File: src/rtl/core/rau_pkg.sv
// ----------------------------------------------------------------------------
// rau_pkg
// Shared widths, operation codes and divider request/response types for the
// rational arithmetic unit.
// ----------------------------------------------------------------------------
package rau_pkg;

	localparam int OPW = 32;               // operand bits taken from each port
	localparam int W   = OPW + 1;          // internal signed width (holds -min/-1)
	localparam int RW  = 64;               // result width
	localparam int CW  = $clog2(W + 1);    // divider step counter width
	localparam int FW  = 3;                // operation code width

	localparam logic [FW-1:0] FN_ADD = 3'd0;
	localparam logic [FW-1:0] FN_SUB = 3'd1;
	localparam logic [FW-1:0] FN_MUL = 3'd2;
	localparam logic [FW-1:0] FN_DIV = 3'd3;
	localparam logic [FW-1:0] FN_RED = 3'd4;
	localparam logic [FW-1:0] FN_EQU = 3'd5;

	typedef struct packed {
		logic                start;
		logic signed [W-1:0] dvd;
		logic signed [W-1:0] dvs;
	} div_req_t;

	typedef struct packed {
		logic                done;
		logic signed [W-1:0] quo;
		logic signed [W-1:0] rem;
	} div_rsp_t;

	// take the low OPW bits of a port and sign-extend to the internal width
	function automatic logic signed [W-1:0] sext_w(input logic [31:0] v);
		return {{(W-OPW){v[OPW-1]}}, v[OPW-1:0]};
	endfunction

	function automatic logic signed [RW-1:0] ext_r(input logic signed [W-1:0] v);
		return {{(RW-W){v[W-1]}}, v};
	endfunction

endpackage

File: src/rtl/core/rau_mul.sv
// ----------------------------------------------------------------------------
// rau_mul
// Shared signed multiplier with a registered product, truncated to the
// result width.
// ----------------------------------------------------------------------------
module rau_mul (
	input  logic                          clk,
	input  logic signed [rau_pkg::W-1:0]  a,
	input  logic signed [rau_pkg::W-1:0]  b,
	output logic signed [rau_pkg::RW-1:0] prod
);

	logic signed [2*rau_pkg::W-1:0] full;
	logic signed [rau_pkg::RW-1:0]  prod_q;

	assign full = a * b;

	always_ff @(posedge clk) begin
		prod_q <= full[rau_pkg::RW-1:0];
	end

	assign prod = prod_q;

endmodule

File: config.mk
export PLATFORM = sky130hd
export DESIGN_NAME = rau_mul
export DESIGN_NICKNAME = d
export VERILOG_FILES = /design/src/rtl/core/rau_pkg.sv /design/src/rtl/core/rau_mul.sv
export SDC_FILE = /design/constraint.sdc
export NUM_CORES = 2
export LEC_CHECK = 0
export ABC_AREA = 1
export BUFFER_PORTS_ARGS = -buffer_cell sky130_fd_sc_hd__buf_2
export CAP_MARGIN = 20
export CORE_ASPECT_RATIO = 1.4
export CORE_UTILIZATION = 60
export DETAILED_ROUTE_END_ITERATION = 8
export GPL_ROUTABILITY_DRIVEN = 0
export PLACE_DENSITY = 0.77
export RECOVER_POWER = 50
export SLEW_MARGIN = 10
export SYNTH_ARGS = -nofsm -noshare
export SYNTH_HDL_FRONTEND = slang
export SYNTH_SLANG_ARGS = --single-unit
File: constraint.sdc
create_clock -name clk -period 12.64 [get_ports clk]
set_clock_uncertainty 0.15 [all_clocks]
set_input_delay 3.792 -clock clk [delete_from_list [all_inputs] [get_ports clk]]
set_output_delay 3.792 -clock clk [all_outputs]
set_load 0.03 [all_outputs]
## Yosys cells after proc, flatten, opt, wreduce, memory -nomap -nowiden

Cells that the tools add are included.
Widths: inputs -> output; s select.

- Multiply operators: 1

Operators with widths:

| operator | count |
|---|---|
| $mul 33x33->64 | 1 |

- Output and inout bits: 64
- Input port bits: 67
- Register bits after elaboration: 64

## Longest topological paths before layout

- Depth in word-level cells: 1
- Depth in mapped cells: 32

## Worst setup path after synthesis

No wires, ideal clock.

- Path type: input port to flip-flop
- From: input a[32] (netlist name)
- To: register prod_q (netlist bit prod[50])
- Buffers on the path: 2
- Slack: 1.736 ns
- Stages on the path: 26
- Library setup time: 0.113 ns
- Data required time: 12.377 ns
- Data arrival time: 10.641 ns
- Path through: clkbuf_1 > clkbuf_1 > nand2_1 > inv_1 > fa_1 > fa_1 > fa_1 > inv_1 > fa_1 > inv_1 > fa_1 > fa_1 > fa_1 > inv_1 > fa_1 > inv_1 > ha_1 > nand2_1 > nor2_1 > inv_1 > nor3_2 > nand2_1 > nor3_2 > nand2_1 > nand4_1 > nand2_1

- Cells in the longest elaborated chain, start to end: 1

RTL lines:

| what | line | text |
|---|---|---|
| start: declaration | rau_mul.sv:8 | `input logic signed [rau_pkg::W-1:0] a,` |
| $mul 33x33->64 | rau_mul.sv:16 | `assign full = a * b;` |
| via full (one bit) | rau_mul.sv:13 | `logic signed [2*rau_pkg::W-1:0] full;` |
| end signal: assignment | rau_mul.sv:19 | `prod_q <= full[rau_pkg::RW-1:0];` |
| end: declaration | rau_mul.sv:14 | `logic signed [rau_pkg::RW-1:0] prod_q;` |

The timed path passes the listed nets, and every way through them passes these cells.

## Worst setup path in the final report

- From: input b[6] (netlist name)
- To: register prod_q (netlist bit prod[53])

- Cells in the longest elaborated chain, start to end: 1

RTL lines:

| what | line | text |
|---|---|---|
| start: declaration | rau_mul.sv:9 | `input logic signed [rau_pkg::W-1:0] b,` |
| $mul 33x33->64 | rau_mul.sv:16 |  |
| via full (one bit) | rau_mul.sv:13 |  |

The timed path passes the listed nets, and every way through them passes these cells.

==> impl_metrics.yaml <==
global_routing:
  antenna_found_initial: 8
  grt_pass1_wl_mm: 193
  met3_usage: 0.0563
  grtUsageTotal: 0.361
  use_met1: 0.397
  grt_pass1_vias: 36700
  overflow: 0
  grt_max_degree: 36
  use_met2: 0.609
  gr-max-usage-layer: "met2"
sta:
  finalSetupViolCount: 0
  rsz0062_at_grt: "false"
  period_needed_ns: 11.27
  finalCritPeriodShare: 0.892
  relSlewSlack: 0.0845
  worstMarginPinSlew_ns: 1.37
  hold_viol: 0
  finalWorstSetupSlack_ns: 1.37
  slew_violations: 0
  fin_setup_tns_ns: 0
  timing.fmax_ghz: 0.0887
yosys:
  yosys.area.top_type: "fa_1"
  yosysWarnings: 0
  yosysSeqAreaShare: 0.0305
  netlist_area_um2: 42000
  yosysTopAreaCellShare: 0.536
  synthesis.instances: 5349
  synth_area_leaders: "fa_1 54%, inv_1 16%, nand2_1 13%"
  postSynthAreaPerCell_um2: 7.86
  synth_cell_types: 32
  synth_seq_cells: 64
  synth_nets: 6753
floorplanning:
  die_x_um: 226
  num_rows: 114
  die_y_um: 315
  die-area_um2: 71100
  io_pins: 131
  initial_core_util: 0.608
  fp.coreArea_um2: 69200
worst_setup_path:
  slowest_delay_ns: 0.59
  critPathArrivalTime_ns: 11.36
  crit_fanout: 33
  start_kind: "primary input"
  crit_slowest_cell: "buf_2"
  cp-end-kind: "flop"
  critPathKind: "primary input to flop"
  required_ns: 12.73
route:
  vias: 33400
  routedWlPerCell_um: 19.3
  drt_wl_total_mm: 119
  drt_iter0_drc: 2906
  drc: 0
  vias_per_cell: 5.39
  first_pass_iters: 6
  postRouteAntennaNets: 0
cts:
  postCtsSetupBuffers: 0
  cts-root-buf: "clkbuf_16"
  cts-resized-gates: 0
  clk_pin_slew_ns: 0.07
  cts-htree-levels: 3
  cts_tree: "built"
  cts_made_buffers: 9
  cts_sinks: 64
  clockBufferDepth: 2
  postCtsHoldBufs: 0
cells_and_area:
  largest_reg_flops: 64
  layout_common_cells: "1799 x inv_1, 1431 x nand2_1, 1125 x fa_1"
  final_common_cell: "inv_1"
  instances_no_fill: 6193
  drive_gt1_frac: 0.0308
  area_growth_pct: 3.05
  nets: 6658
  post-route-util: 0.626
run:
  maxCapViolCount: 0
worst_hold_path:
  hp-class: "primary input to flop"
status:
  outcome: "complete, no violations"
place:
  dp_slack_ns: 1.13
  io_buffers: 130
  dp_hpwl_mm: 100
  dpl.cell_count: 6170
==> path summary, 6_finish.rpt <==
check	startpoint	end	slack [ns]	depth (start not counted)
max	b[6]	prod[53]$_DFF_P_	1.37	27
min	b[0]	prod[0]$_DFF_P_	3.88	4
==> layer usage <==
metal,share of wire,vias up
li1,-,14300
met1,0.31,16600
met2,0.50,1765
met3,0.084,685
met4,0.11,4
met5,0.00020,-
==> worst max-delay path: cells and delay by family <==
family                   cells  cell delay [ns]
adder cells (fa/ha/maj)      9             4.44
AND/OR/NAND/NOR              9             1.18
buffers and inverters        9             1.93
==> synthesized netlist by cell type <==
cell and n:
a21o_1 5, a21oi_1 75, a21oi_2 1, and3_1 1, buf_2 2, clkbuf_1 261, clkinv_1 1, dfxtp_1 64
fa_1 1125, ha_1 212, inv_1 1799, nand2_1 1431, nand2_2 14, nand2_4 1, nand3_1 66, nand3_2 6
nand3b_1 2, nand4_1 20, nor2_1 129, nor2_2 17, nor2_4 2, nor3_1 6, nor3_2 4, nor4_2 1
o21a_1 1, o21ai_0 35, o21ai_1 7, o21ai_2 1, o21bai_1 18, or2_2 6, xnor2_1 5, xor2_1 31
==> metrics by stage <==
| stage | hold slack [ns] | instance area [um^2] |
|---|---|---|
| floorplan | 3.91 | 42000 |
| global placement | 4.08 | 43100 |
| detailed placement | 4.08 | 43100 |
| CTS | 3.86 | 43400 |
| global route | 3.89 | 43300 |
| finish | 3.88 | 43300 |
==> cell families after synthesis <==
logic type,synth area share
AND/OR/NAND/NOR,0.160
flip-flops,0.0305
buffers and inverters,0.184
AO/OA/AOI/OAI,0.0186
adder cells (fa/ha/maj),0.599
XOR/XNOR,0.00750
==> cell type report <==
type                            instances  area (um^2)
Antenna cell                            6         15.0
Clock buffer                           10          239
Clock inverter                          6         67.6
Fill cell                            5896        25900
Inverter                             1800         6760
Multi-Input combinational cell       3222        33000
Sequential cell                        64         1280
Tap cell                              928         1160
Timing Repair Buffer                  157          791
Power is left out: the tool's default activity adds up to more than one toggle a clock period on the data nets, which glitch-free logic cannot reach.
