==> config.mk <==
export PLATFORM = sky130hd
export DESIGN_NAME = rau_div
export DESIGN_NICKNAME = d
export VERILOG_FILES = /design/src/rtl/core/rau_pkg.sv /design/src/rtl/core/rau_div.sv
export SDC_FILE = /design/constraint.sdc
export NUM_CORES = 1
export LEC_CHECK = 0
export BUFFER_PORTS_ARGS = -buffer_cell sky130_fd_sc_hd__buf_4
export CORE_ASPECT_RATIO = 0.7
export CORE_UTILIZATION = 50
export CTS_CLUSTER_DIAMETER = 150
export DETAILED_ROUTE_END_ITERATION = 16
export GPL_TIMING_DRIVEN = 0
export HOLD_SLACK_MARGIN = 0.1
export PLACE_DENSITY = 0.66
export SLEW_MARGIN = 20
export SYNTH_ARGS = -nofsm -noshare
export SYNTH_HDL_FRONTEND = slang
export SYNTH_SLANG_ARGS = --single-unit
==> constraint.sdc <==
create_clock -name clk -period 7.9 [get_ports clk]
set_input_delay 0.79 -clock clk [delete_from_list [all_inputs] [get_ports clk]]
set_output_delay 0.79 -clock clk [all_outputs]
set_load 0.02 [all_outputs]
==> src/rtl/core/rau_pkg.sv <==
// ----------------------------------------------------------------------------
// rau_pkg
// Shared widths, operation codes and divider request/response types for the
// rational arithmetic unit.
// ----------------------------------------------------------------------------
package rau_pkg;

	localparam int OPW = 32;               // operand bits taken from each port
	localparam int W   = OPW + 1;          // internal signed width (holds -min/-1)
	localparam int RW  = 64;               // result width
	localparam int CW  = $clog2(W + 1);    // divider step counter width
	localparam int FW  = 3;                // operation code width

	localparam logic [FW-1:0] FN_ADD = 3'd0;
	localparam logic [FW-1:0] FN_SUB = 3'd1;
	localparam logic [FW-1:0] FN_MUL = 3'd2;
	localparam logic [FW-1:0] FN_DIV = 3'd3;
	localparam logic [FW-1:0] FN_RED = 3'd4;
	localparam logic [FW-1:0] FN_EQU = 3'd5;

	typedef struct packed {
		logic                start;
		logic signed [W-1:0] dvd;
		logic signed [W-1:0] dvs;
	} div_req_t;

	typedef struct packed {
		logic                done;
		logic signed [W-1:0] quo;
		logic signed [W-1:0] rem;
	} div_rsp_t;

	// take the low OPW bits of a port and sign-extend to the internal width
	function automatic logic signed [W-1:0] sext_w(input logic [31:0] v);
		return {{(W-OPW){v[OPW-1]}}, v[OPW-1:0]};
	endfunction

	function automatic logic signed [RW-1:0] ext_r(input logic signed [W-1:0] v);
		return {{(RW-W){v[W-1]}}, v};
	endfunction

endpackage

==> src/rtl/core/rau_div.sv <==
// ----------------------------------------------------------------------------
// rau_div
// Iterative signed divider, one quotient bit per cycle, truncating quotient
// and remainder carrying the sign of the dividend.
// ----------------------------------------------------------------------------
module rau_div (
	input  logic                clk,
	input  logic                arst_n,
	input  rau_pkg::div_req_t   req,
	output rau_pkg::div_rsp_t   rsp
);

	logic                      busy_q;
	logic [rau_pkg::CW-1:0]    cnt_q;
	logic [rau_pkg::W-1:0]     rem_q;
	logic [rau_pkg::W-1:0]     quo_q;
	logic [rau_pkg::W-1:0]     dvs_q;
	logic                      qneg_q;
	logic                      rneg_q;
	logic                      done_q;
	logic signed [rau_pkg::W-1:0] qout_q;
	logic signed [rau_pkg::W-1:0] rout_q;

	logic [rau_pkg::W:0]   rem_sh;
	logic [rau_pkg::W:0]   diff;
	logic [rau_pkg::W-1:0] dvd_mag;
	logic [rau_pkg::W-1:0] dvs_mag;

	always_comb begin
		dvd_mag = req.dvd[rau_pkg::W-1] ? rau_pkg::W'(-req.dvd) : rau_pkg::W'(req.dvd);
		dvs_mag = req.dvs[rau_pkg::W-1] ? rau_pkg::W'(-req.dvs) : rau_pkg::W'(req.dvs);
		rem_sh  = {rem_q, quo_q[rau_pkg::W-1]};
		diff    = rem_sh - {1'b0, dvs_q};
	end

	always_ff @(posedge clk or negedge arst_n) begin
		if (!arst_n) begin
			busy_q <= 1'b0;
			done_q <= 1'b0;
			cnt_q  <= '0;
		end else begin
			done_q <= 1'b0;
			if (req.start) begin
				busy_q <= 1'b1;
				cnt_q  <= rau_pkg::CW'(rau_pkg::W);
			end else if (busy_q) begin
				if (cnt_q == '0) begin
					busy_q <= 1'b0;
					done_q <= 1'b1;
				end else begin
					cnt_q <= cnt_q - 1'b1;
				end
			end
		end
	end

	// datapath: restoring shift-subtract on magnitudes
	always_ff @(posedge clk) begin
		if (req.start) begin
			rem_q  <= '0;
			quo_q  <= dvd_mag;
			dvs_q  <= dvs_mag;
			qneg_q <= req.dvd[rau_pkg::W-1] ^ req.dvs[rau_pkg::W-1];
			rneg_q <= req.dvd[rau_pkg::W-1];
		end else if (busy_q && cnt_q != '0) begin
			if (!diff[rau_pkg::W]) begin
				rem_q <= diff[rau_pkg::W-1:0];
				quo_q <= {quo_q[rau_pkg::W-2:0], 1'b1};
			end else begin
				rem_q <= rem_sh[rau_pkg::W-1:0];
				quo_q <= {quo_q[rau_pkg::W-2:0], 1'b0};
			end
		end else if (busy_q) begin
			qout_q <= qneg_q ? -$signed(quo_q) : $signed(quo_q);
			rout_q <= rneg_q ? -$signed(rem_q) : $signed(rem_q);
		end
	end

	assign rsp.done = done_q;
	assign rsp.quo  = qout_q;
	assign rsp.rem  = rout_q;

endmodule

## Yosys cells after proc, flatten, opt, wreduce, memory -nomap -nowiden

Cells that the tools add are included.

| storage, ports and cells | value |
|---|---|
| register bits after elaboration | 175 |
| input bits | 69 |
| output and inout port bits | 67 |
| word-level logic and storage cells | 45 |

| operators by class | value |
|---|---|
| $add $sub $neg | 6 |
| equal/unequal tests | 1 |
| multiplexer cells | 17 |
| bitwise operators | 3 |
| reduce and logical (&&, ||, !) cells | 7 |

Operators by type and width:

| operator | number |
|---|---|
| $mux 33 | 6 |
| $neg 33->33 | 4 |
| $sub 34x33->34 | 1 |
| $mux 32 | 1 |
| $mux 6 | 3 |
| $mux 1 | 7 |
| $logic_not 6->1 | 1 |
| $reduce_bool 6->1 | 1 |
| $sub 6x1->6 const B | 1 |
| $reduce_bool 2->1 | 2 |
| $reduce_and 3->1 | 1 |
| $ne 2x2->1 const B | 1 |
| $not 1->1 | 2 |
| $reduce_and 2->1 | 1 |
| $logic_and 1x1->1 | 1 |
| $xor 1x1->1 | 1 |

## Longest topological paths before layout

Gate-level depths: netlist (run 1).

| depth | value |
|---|---|
| depth after elaboration | 4 |
| depth in mapped cells | 13 |
| mapped depth without buffers | 11 |

## Worst setup path after synthesis (run 1)

No wires, ideal clock.

| timing | value |
|---|---|
| path type | input -> register |
| start | input port req[66] (netlist bit) |
| end | register qout_q[0] (netlist bit) (enable) |
| setup time | 0.585 ns |
| arrival | 6.039 ns |
| data required time | 7.315 ns |
| setup slack | 1.276 ns |
| stages on the path | 3 |
| buffers on the path | 2 |
| cell sequence | clkbuf_1 > clkbuf_1 > nor3b_1 |

| between the ends | value |
|---|---|
| word-level cells in the longest chain between the ends | 2 |

Ends and longest elaborated chain:

| element | line | source |
|---|---|---|
| from (decl) | rau_div.sv:9 | `input rau_pkg::div_req_t req,` |
| $not 1->1 (no source line) | - |  |
| $reduce_and 3->1 (no source line) | - |  |
| to (signal assigned) | rau_div.sv:74 | `qout_q <= qneg_q ? -$signed(quo_q) : $signed(quo_q);` |
| to (decl) | rau_div.sv:21 | `logic signed [rau_pkg::W-1:0] qout_q;` |

Every way passes these cells.
A chain may end at the register's enable or synchronous reset.

## Final worst setup path (run 1)

| timing | value |
|---|---|
| start | register rem_q[18] (netlist bit) |
| end | register rem_q[30] (netlist bit) |

| between the ends | value |
|---|---|
| word-level cells in the longest chain between the ends | 2 |

Ends and longest elaborated chain:

| element | line | source |
|---|---|---|
| from (decl) | rau_div.sv:15 | `logic [rau_pkg::W-1:0] rem_q;` |
| from (signal assigned) | rau_div.sv:67 | `rem_q <= diff[rau_pkg::W-1:0];` |
| from (signal assigned) | rau_div.sv:70 | `rem_q <= rem_sh[rau_pkg::W-1:0];` |
| $sub 34x33->34 | rau_div.sv:33 | `diff = rem_sh - {1'b0, dvs_q};` |
| $mux 33 | rau_div.sv:66 | `if (!diff[rau_pkg::W]) begin` |

Every way passes these cells.

==> results of run 1 <==
## worst max-delay path, cell delays in order, from the launching register on
cell and delay, ps:
dfxtp_1 430, ha_1 330, clkbuf_1 340, nand2_1 120, nor3_1 550, nand3_1 160, o211a_1 270, a311oi_1 680
a21oi_1 200, o311ai_0 690, a31o_2 250
## sequential cells by signal, summed over array words and instances, names as in the netlist
register,cells
dvs_q,33
qout_q,33
quo_q,33
rem_q,33
rout_q,33
cnt_q,6
busy_q,1
done_q,1
qneg_q,1
rneg_q,1
## cell usage after synthesis (6+ instances only)
master / n / share of area
dfrtp_1: 8 / 0.019
nand2_1: 101 / 0.035
nand3_1: 9 / 0.0042
edfxtp_1: 134 / 0.38
inv_1: 51 / 0.018
or4_1: 16 / 0.011
o41ai_1: 11 / 0.0090
mux2i_1: 25 / 0.023
nand4_1: 8 / 0.0047
o31ai_1: 40 / 0.028
xor2_1: 45 / 0.037
a21o_1: 16 / 0.011
nand2b_1: 17 / 0.0099
clkbuf_1: 39 / 0.014
xnor2_1: 110 / 0.090
and3_1: 7 / 0.0041
o21ai_0: 86 / 0.040
nor2_1: 65 / 0.023
dfxtp_1: 33 / 0.062
a31oi_1: 6 / 0.0035
or3_1: 23 / 0.013
nor3_1: 14 / 0.0066
a21oi_1: 63 / 0.029
nor4_1: 7 / 0.0041
ha_1: 39 / 0.046
## per-stage QoR
stage	util	setup TNS (ps)	power, mW
CTS	0.610	0	2.62
floorplan	-	0	1.56
global placement	0.578	-72530	1.75
finish	0.610	0	2.61
detailed placement	0.581	0	1.76
global route	0.610	0	2.73
## routing by layer
layer | vias up | share of wire
li1 | 4255 | -
met1 | 4012 | 0.53
met2 | 381 | 0.35
met3 | 9 | 0.11
met4 | 0 | 0.0039
met5 | - | 0
## power breakdown
part           internal [mW]  switching, mW  total, mW
clock network          0.457          0.405      0.862
logic                  0.234          0.306      0.540
registers               1.11         0.0938       1.21
## how the worst max path moves through the flow
stage / slack (ps) / cells after the start / endpoint
after global placement: -1100 / 4 / rout_q[11]
final: 3810 / 10 / rem_q[30]
after global routing: 3660 / 10 / rem_q[30]
after floorplan: 1280 / 3 / qout_q[0]
after CTS: 3970 / 10 / rem_q[30]
after detailed placement: 3980 / 11 / rem_q[17]
## cell usage in the layout (no fill, tap or decap), types with 7 or more instances in the layout
cell type / n
xor2_1: 45
dfrtp_1: 8
inv_1: 50
clkbuf_16: 17
nand2_1: 101
nor4_1: 7
o31ai_1: 40
a21o_1: 16
or4_1: 16
or3_1: 23
nand2b_1: 17
clkbuf_1: 39
nor3_1: 14
edfxtp_1: 134
o41ai_1: 11
nand3_1: 9
dfxtp_1: 33
mux2i_1: 25
nor2_1: 65
a21oi_1: 63
nand4_1: 8
and3_1: 7
xnor2_1: 110
o21ai_0: 86
ha_1: 39
buf_4: 142
## final cells by class
cell class	instances	area, µm²
sequential	175	4880
multi-input combinational	802	5450
fill	1806	8140
buffer	44	169
timing repair buffer	142	1070
clock buffer	17	425
inverter	51	191
tap	276	345
clock inverter	15	184
## logic make-up (layout without fill, tap and decap cells)
family	Yosys count	count (layout)	synth area share
and+or+nand+nor	304	304	0.145
adders and majority gates	40	40	0.0475
buffers and inverters	95	269	0.0337
muxes	27	27	0.0255
xor gates and xnor gates	155	155	0.127
DFF	175	175	0.457
AOI/OAI and AO/OA	276	276	0.164
==> results by group, run 1 <==
Synthesis
  • Mapped Area: 10,700 µm²
  • Sequential cell area fraction in the yosys report: 0.457
  • Asr flop ratio synth: 0.0457
  • Syn Area/Cell: 9.97 µm²
  • Count of yosys warnings during synthesis: 0
  • Netlist cell types: 66
  • Gate Count Post-Synth: 1,072
  • Synthesized flop and latch total: 175
  • Ys flop type: edfxtp_1
  • Post-synth EDFFs: 134
  • Net count after synthesis: 1,181

STA
  • Setup Skew: 14.1 ps
  • Count of final setup violators: 0
  • Final min period: 4090 ps
  • Maximum clock frequency: 245 MHz
  • Final hold slack: 163 ps
  • Unrepaired setup endpoints after global routing: false
  • Least-Margin Pin Slew: 770 ps
  • Slew HR: 0.481
  • Slack of the critical path: 3810 ps
  • Slew Limit Fails: 0
  • Final Hold Fails: 0
  • Final Cycle Share: 0.517

Global routing
  • Vias in the first global route: 7,561
  • Total overflow reported by the global router: 0
  • Total global-route track usage: 0.250
  • Routing usage on met3: 0.0720
  • Initial antenna violation count: 0
  • Met2 usage: 0.295
  • Largest net degree at the start of global routing: 39
  • GR peak layer: met1
  • First-pass GRT wire length: 42,200 µm
  • GR Layer Usage met1: 0.430

Worst setup path
  • Critical Path RT: 8270 ps
  • R2R cell count: 10
  • Worst setup EP type: flop
  • Critical Path Fanout Max: 9
  • Setup Crit Path Kind: flop to flop
  • CP startpoint: rem_q[18]
  • Crit path DAT: 4460 ps
  • R2R Path Start: rem_q[18]
  • R2r endpoint: rem_q[30]
  • FF-to-FF setup slack: 3810 ps
  • Startpoint Class: flop

Layout
  • Final instance area: 12,700 µm²
  • Net count, final: 1,342
  • Layout cells sized above 1: 0.157
  • Antenna Cells: 0
  • Layout area overhead: 19.0%
  • Non-Filler Instances: 1,522

Routing
  • Drt initial violations: 681
  • Residual DRC: 0
  • Via count: 8,657
  • DR vias/cell: 5.69
  • WL per Instance: 17.9 µm
  • ANT nets after route: 0
  • Drt first pass iters: 5
  • Final wirelength: 27,200 µm

Floorplan
  • Die area: 22,000 µm²
  • Die Span X: 177 µm
  • # rows: 44
  • IO Count: 136
  • Die H: 124 µm
  • Starting Density: 0.512
  • Core area: 20,900 µm²

Placed design
  • Global placer's final weighted congestion: 0.948
  • Detailed placer's ending HPWL: 21,400 µm
  • Placement Cell Area: 12,100 µm²
  • Inst Count DP: 1,490
  • Port bufs: 135
  • Pre-CTS WS: 3980 ps

Power
  • Power per cell area: 205 nW/µm²
  • Worst IR Drop VDD: 0.157 mV
  • Pleak: 5.00 nW

Outcome
  • Status: finished clean

Clock network
  • H-tree depth: 4
  • Post-CTS Setup Bufs: 0
  • Worst-path clk slew: 80 ps
  • TritonCTS clock tree: done
  • CTS Sinks: 175
  • TritonCTS buffer count: 17
  • CTS root buf: clkbuf_16
  • Resize count post-CTS: 0
  • # hold bufs at CTS: 0
  • CTS Buffer Depth: 2
  • Clock latency at the later pin of the worst-skew pair: 440 ps

Min path
  • HP Class: input pin to async pin

Run
  • Number of max-cap violations: 0
No activity file was read; power rests on OpenSTA's default activity.
==> run 2: changes to the inputs <==
--- a/config.mk
+++ b/config.mk
@@ -5,6 +5,7 @@
 export SDC_FILE = /design/constraint.sdc
 export NUM_CORES = 1
 export LEC_CHECK = 0
+export ABC_AREA = 1
 export BUFFER_PORTS_ARGS = -buffer_cell sky130_fd_sc_hd__buf_4
 export CORE_ASPECT_RATIO = 0.7
 export CORE_UTILIZATION = 50
==> constraint.sdc (replaced) <==
create_clock -name clk -period 4.1 [get_ports clk]
set_input_delay 0.41 -clock clk [delete_from_list [all_inputs] [get_ports clk]]
set_output_delay 0.41 -clock clk [all_outputs]
set_load 0.02 [all_outputs]
==> run 2 against run 1 <==
  * Utilization down 0.56 points
  * Cell count is 43% higher
  * Die area rose by 16%
  * Synthesized area is 16% higher
  * Critical endpoint is now quo_q[24]
  * Largest cell class unchanged
  * Global-route usage is 3.2 points higher
  * Total power grew to 2.5 times the previous value
  * Clock power up 97%
  * Register-to-register slack lost 2400 ps
==> results by group, run 2 <==
Worst setup path
  • Setup Crit Path Kind: flop to flop
  • Crit-path slowest cell: nor2_1
  • R2R cell count: 7
  • R2r endpoint: quo_q[24]
  • Most frequent cell on the critical path: inv_1
  • Critical Path RT: 4170 ps
  • Critical Path Fanout Max: 35
  • Worst setup EP type: flop
  • Crit path DAT: 2710 ps
  • Crit path max-delay family: simple AND/OR/NAND/NOR gates
  • CP bufs+invs: 3
  • Startpoint Class: flop
  • FF-to-FF setup slack: 1460 ps
  • R2R Path Start: cnt_q[0]
  • Slowest stage delay, CP: 610 ps
  • Crit path cell chain: inv_1 -> ha_1 -> nand3_1 -> nand2_1 -> inv_1 -> nor2_1 -> inv_2

Global routing
  • Initial antenna violation count: 0
  • Vias in the first global route: 9,937
  • Total overflow reported by the global router: 0
  • First-pass GRT wire length: 54,300 µm
  • Total global-route track usage: 0.282
  • Largest net degree at the start of global routing: 38

STA
  • Final min period: 2640 ps
  • Slew HR: 0.482
  • Unrepaired setup endpoints after global routing: false
  • Maximum clock frequency: 378 MHz
  • Final Cycle Share: 0.644
  • Count of final setup violators: 0
  • Slew Limit Fails: 0
  • Final Hold Fails: 0
  • Setup Skew: 18.2 ps
  • Least-Margin Pin Slew: 774 ps

Routing
  • WL per Instance: 16.2 µm
  • Drt initial violations: 1,184
  • ANT nets after route: 0
  • DR vias/cell: 5.21
  • Final wirelength: 35,400 µm
  • Drt first pass iters: 5
  • Via count: 11,300
  • Residual DRC: 0

Layout
  • Fillers: 2,242
  • Layout cells sized above 1: 0.126
  • Commonest non-fill, non-tap cells in the layout: nand2_1, inv_1, nand3_1, buf_4, nor2_1
  • Non-Filler Instances: 2,176
  • Layout area overhead: 16.8%
  • Commonest non-fill, non-tap cell in the layout: nand2_1
  • Register area: 4880 µm²
  • Net count, final: 1,954
  • Final instance area: 14,500 µm²
  • Antenna Cells: 0
  • Multi-input gate area: 6270 µm²

Floorplan
  • Die area: 25,500 µm²
  • # rows: 47
  • Core area: 24,000 µm²
  • Die H: 134 µm
  • IO Count: 136
  • Die Span X: 190 µm
  • Starting Density: 0.517

Placed design
  • Inst Count DP: 2,143
  • Placement Cell Area: 13,900 µm²
  • Port bufs: 135
  • Global placer's final weighted congestion: 0.958
  • Detailed placer's ending HPWL: 29,000 µm

Synthesis
  • Syn Area/Cell: 7.35 µm²
  • Net count after synthesis: 1,797
  • Post-synth EDFFs: 134
  • Count of yosys warnings during synthesis: 0
  • Synth top area share: 0.324
  • Asr flop ratio synth: 0.0457
  • Most common cell in the synthesized netlist: nand2_1
  • Netlist cell types: 49
  • Ys flop type: edfxtp_1
  • Synth area leader: edfxtp_1
  • Mapped Area: 12,400 µm²
  • Main area contributors after synthesis: edfxtp_1, nand2_1, inv_1, xor2_1, nand3_1
  • Synthesized flop and latch total: 175
  • Post-synth top cells: nand2_1, inv_1, nand3_1
  • Gate Count Post-Synth: 1,688
  • Sequential cell area fraction in the yosys report: 0.394

Power
  • Tot Pwr: 6.63 mW
  • Worst IR Drop VDD: 0.288 mV
  • Pleak: 7.31 nW
  • Power per cell area: 457 nW/µm²

Min path
  • HP Class: input pin to flop
  • Hold Path End: dvs_q[0]
  • HP Start: req[0]
  • Hold Crit Depth: 1

Clock network
  • CTS Sinks: 175
  • CTS Buffer Depth: 2
  • Clock latency at the later pin of the worst-skew pair: 450 ps
  • CTS root buf: clkbuf_16
  • H-tree depth: 4
  • TritonCTS clock tree: done
  • Worst-path clk slew: 70 ps
  • TritonCTS buffer count: 17

Run
  • Number of max-cap violations: 0

Outcome
  • Status: finished clean
==> run 2: cell count changes in the layout (fill, tap and decap cells not counted), sizes merged, moves of 16 or more <==
cell,delta
or3,-27
nand2,+396
inv,+236
or4,-19
xnor2,-86
nand3,+150
nor2,+82
mux2i,-25
nand2b,-16
o31ai,-35
xor2,+53
nand4,+22
a21oi,-24
==> run 2: area by class of cell <==
| cell class | instances | area share |
|---|---|---|
| well taps | 318 | 0.0274 |
| plain buffers | 33 | 0.0117 |
| flip-flops and latches | 175 | 0.337 |
| clock inverters | 8 | 0.00604 |
| clock buffers | 24 | 0.0363 |
| inverters | 292 | 0.0756 |
| repair buffers | 138 | 0.0734 |
| multi-input cells | 1188 | 0.433 |
==> run 2: per-layer routing <==
layer / vias up / share of wire / track usage
met1: 5121 / 0.55 / 0.483
met3: 29 / 0.087 / 0.0544
met2: 464 / 0.36 / 0.347
li1: 5722 / - / -
met5: - / 0 / 0
met4: 0 / 0.0086 / 0.0596
==> run 2: cells by family (layout without fill, tap and decap cells) <==
kind of cell | after synthesis | after routing | synth area share
AOI/OAI and AO/OA | 134 | 134 | 0.0605
xor gates and xnor gates | 122 | 122 | 0.0861
adders and majority gates | 40 | 40 | 0.0409
buffers and inverters | 325 | 495 | 0.102
DFF | 175 | 175 | 0.394
and+or+nand+nor | 892 | 892 | 0.317
==> run 2: how the worst max path moves through the flow <==
stage / slack (ps) / to / startpoint / cells after the start
5_1_grt: 1320 / quo_q[24] / cnt_q[0] / 7
6_report: 1460 / quo_q[24] / cnt_q[0] / 7
4_1_cts: 1500 / quo_q[24] / cnt_q[0] / 7
2_1_floorplan: 1070 / qout_q[0] / req[66] / 4
3_3_place_gp: -260 / rout_q[25] / req[66] / 5
3_5_place_dp: 1340 / rout_q[25] / req[66] / 7
==> run 2: repair_timing <==
action / 4_1_cts / 5_1_grt
gates resized for setup: 0 / 0
buffers inserted: 0 / 0
hold endpoints to repair: 8 / 0
hold buffers: 1 / 0
==> run 2: power by group <==
part / internal, mW / total [mW] / switching (mW)
Clock: 0.973 / 1.70 / 0.724
Sequential: 2.24 / 2.45 / 0.210
Combinational: 0.872 / 2.48 / 1.61
Total: 4.08 / 6.63 / 2.54
==> run 2: metrics by stage <==
step / TNS, ps / hold WS (ps) / setup WS (ps) / utilization
after floorplan: 0 / 114 / 1070 / -
after global placement: -16520 / 233 / -262 / 0.576
after global routing: 0 / 146 / 1320 / 0.604
final: 0 / 162 / 1460 / 0.604
after detailed placement: 0 / 233 / 1340 / 0.578
after CTS: 0 / 146 / 1500 / 0.604
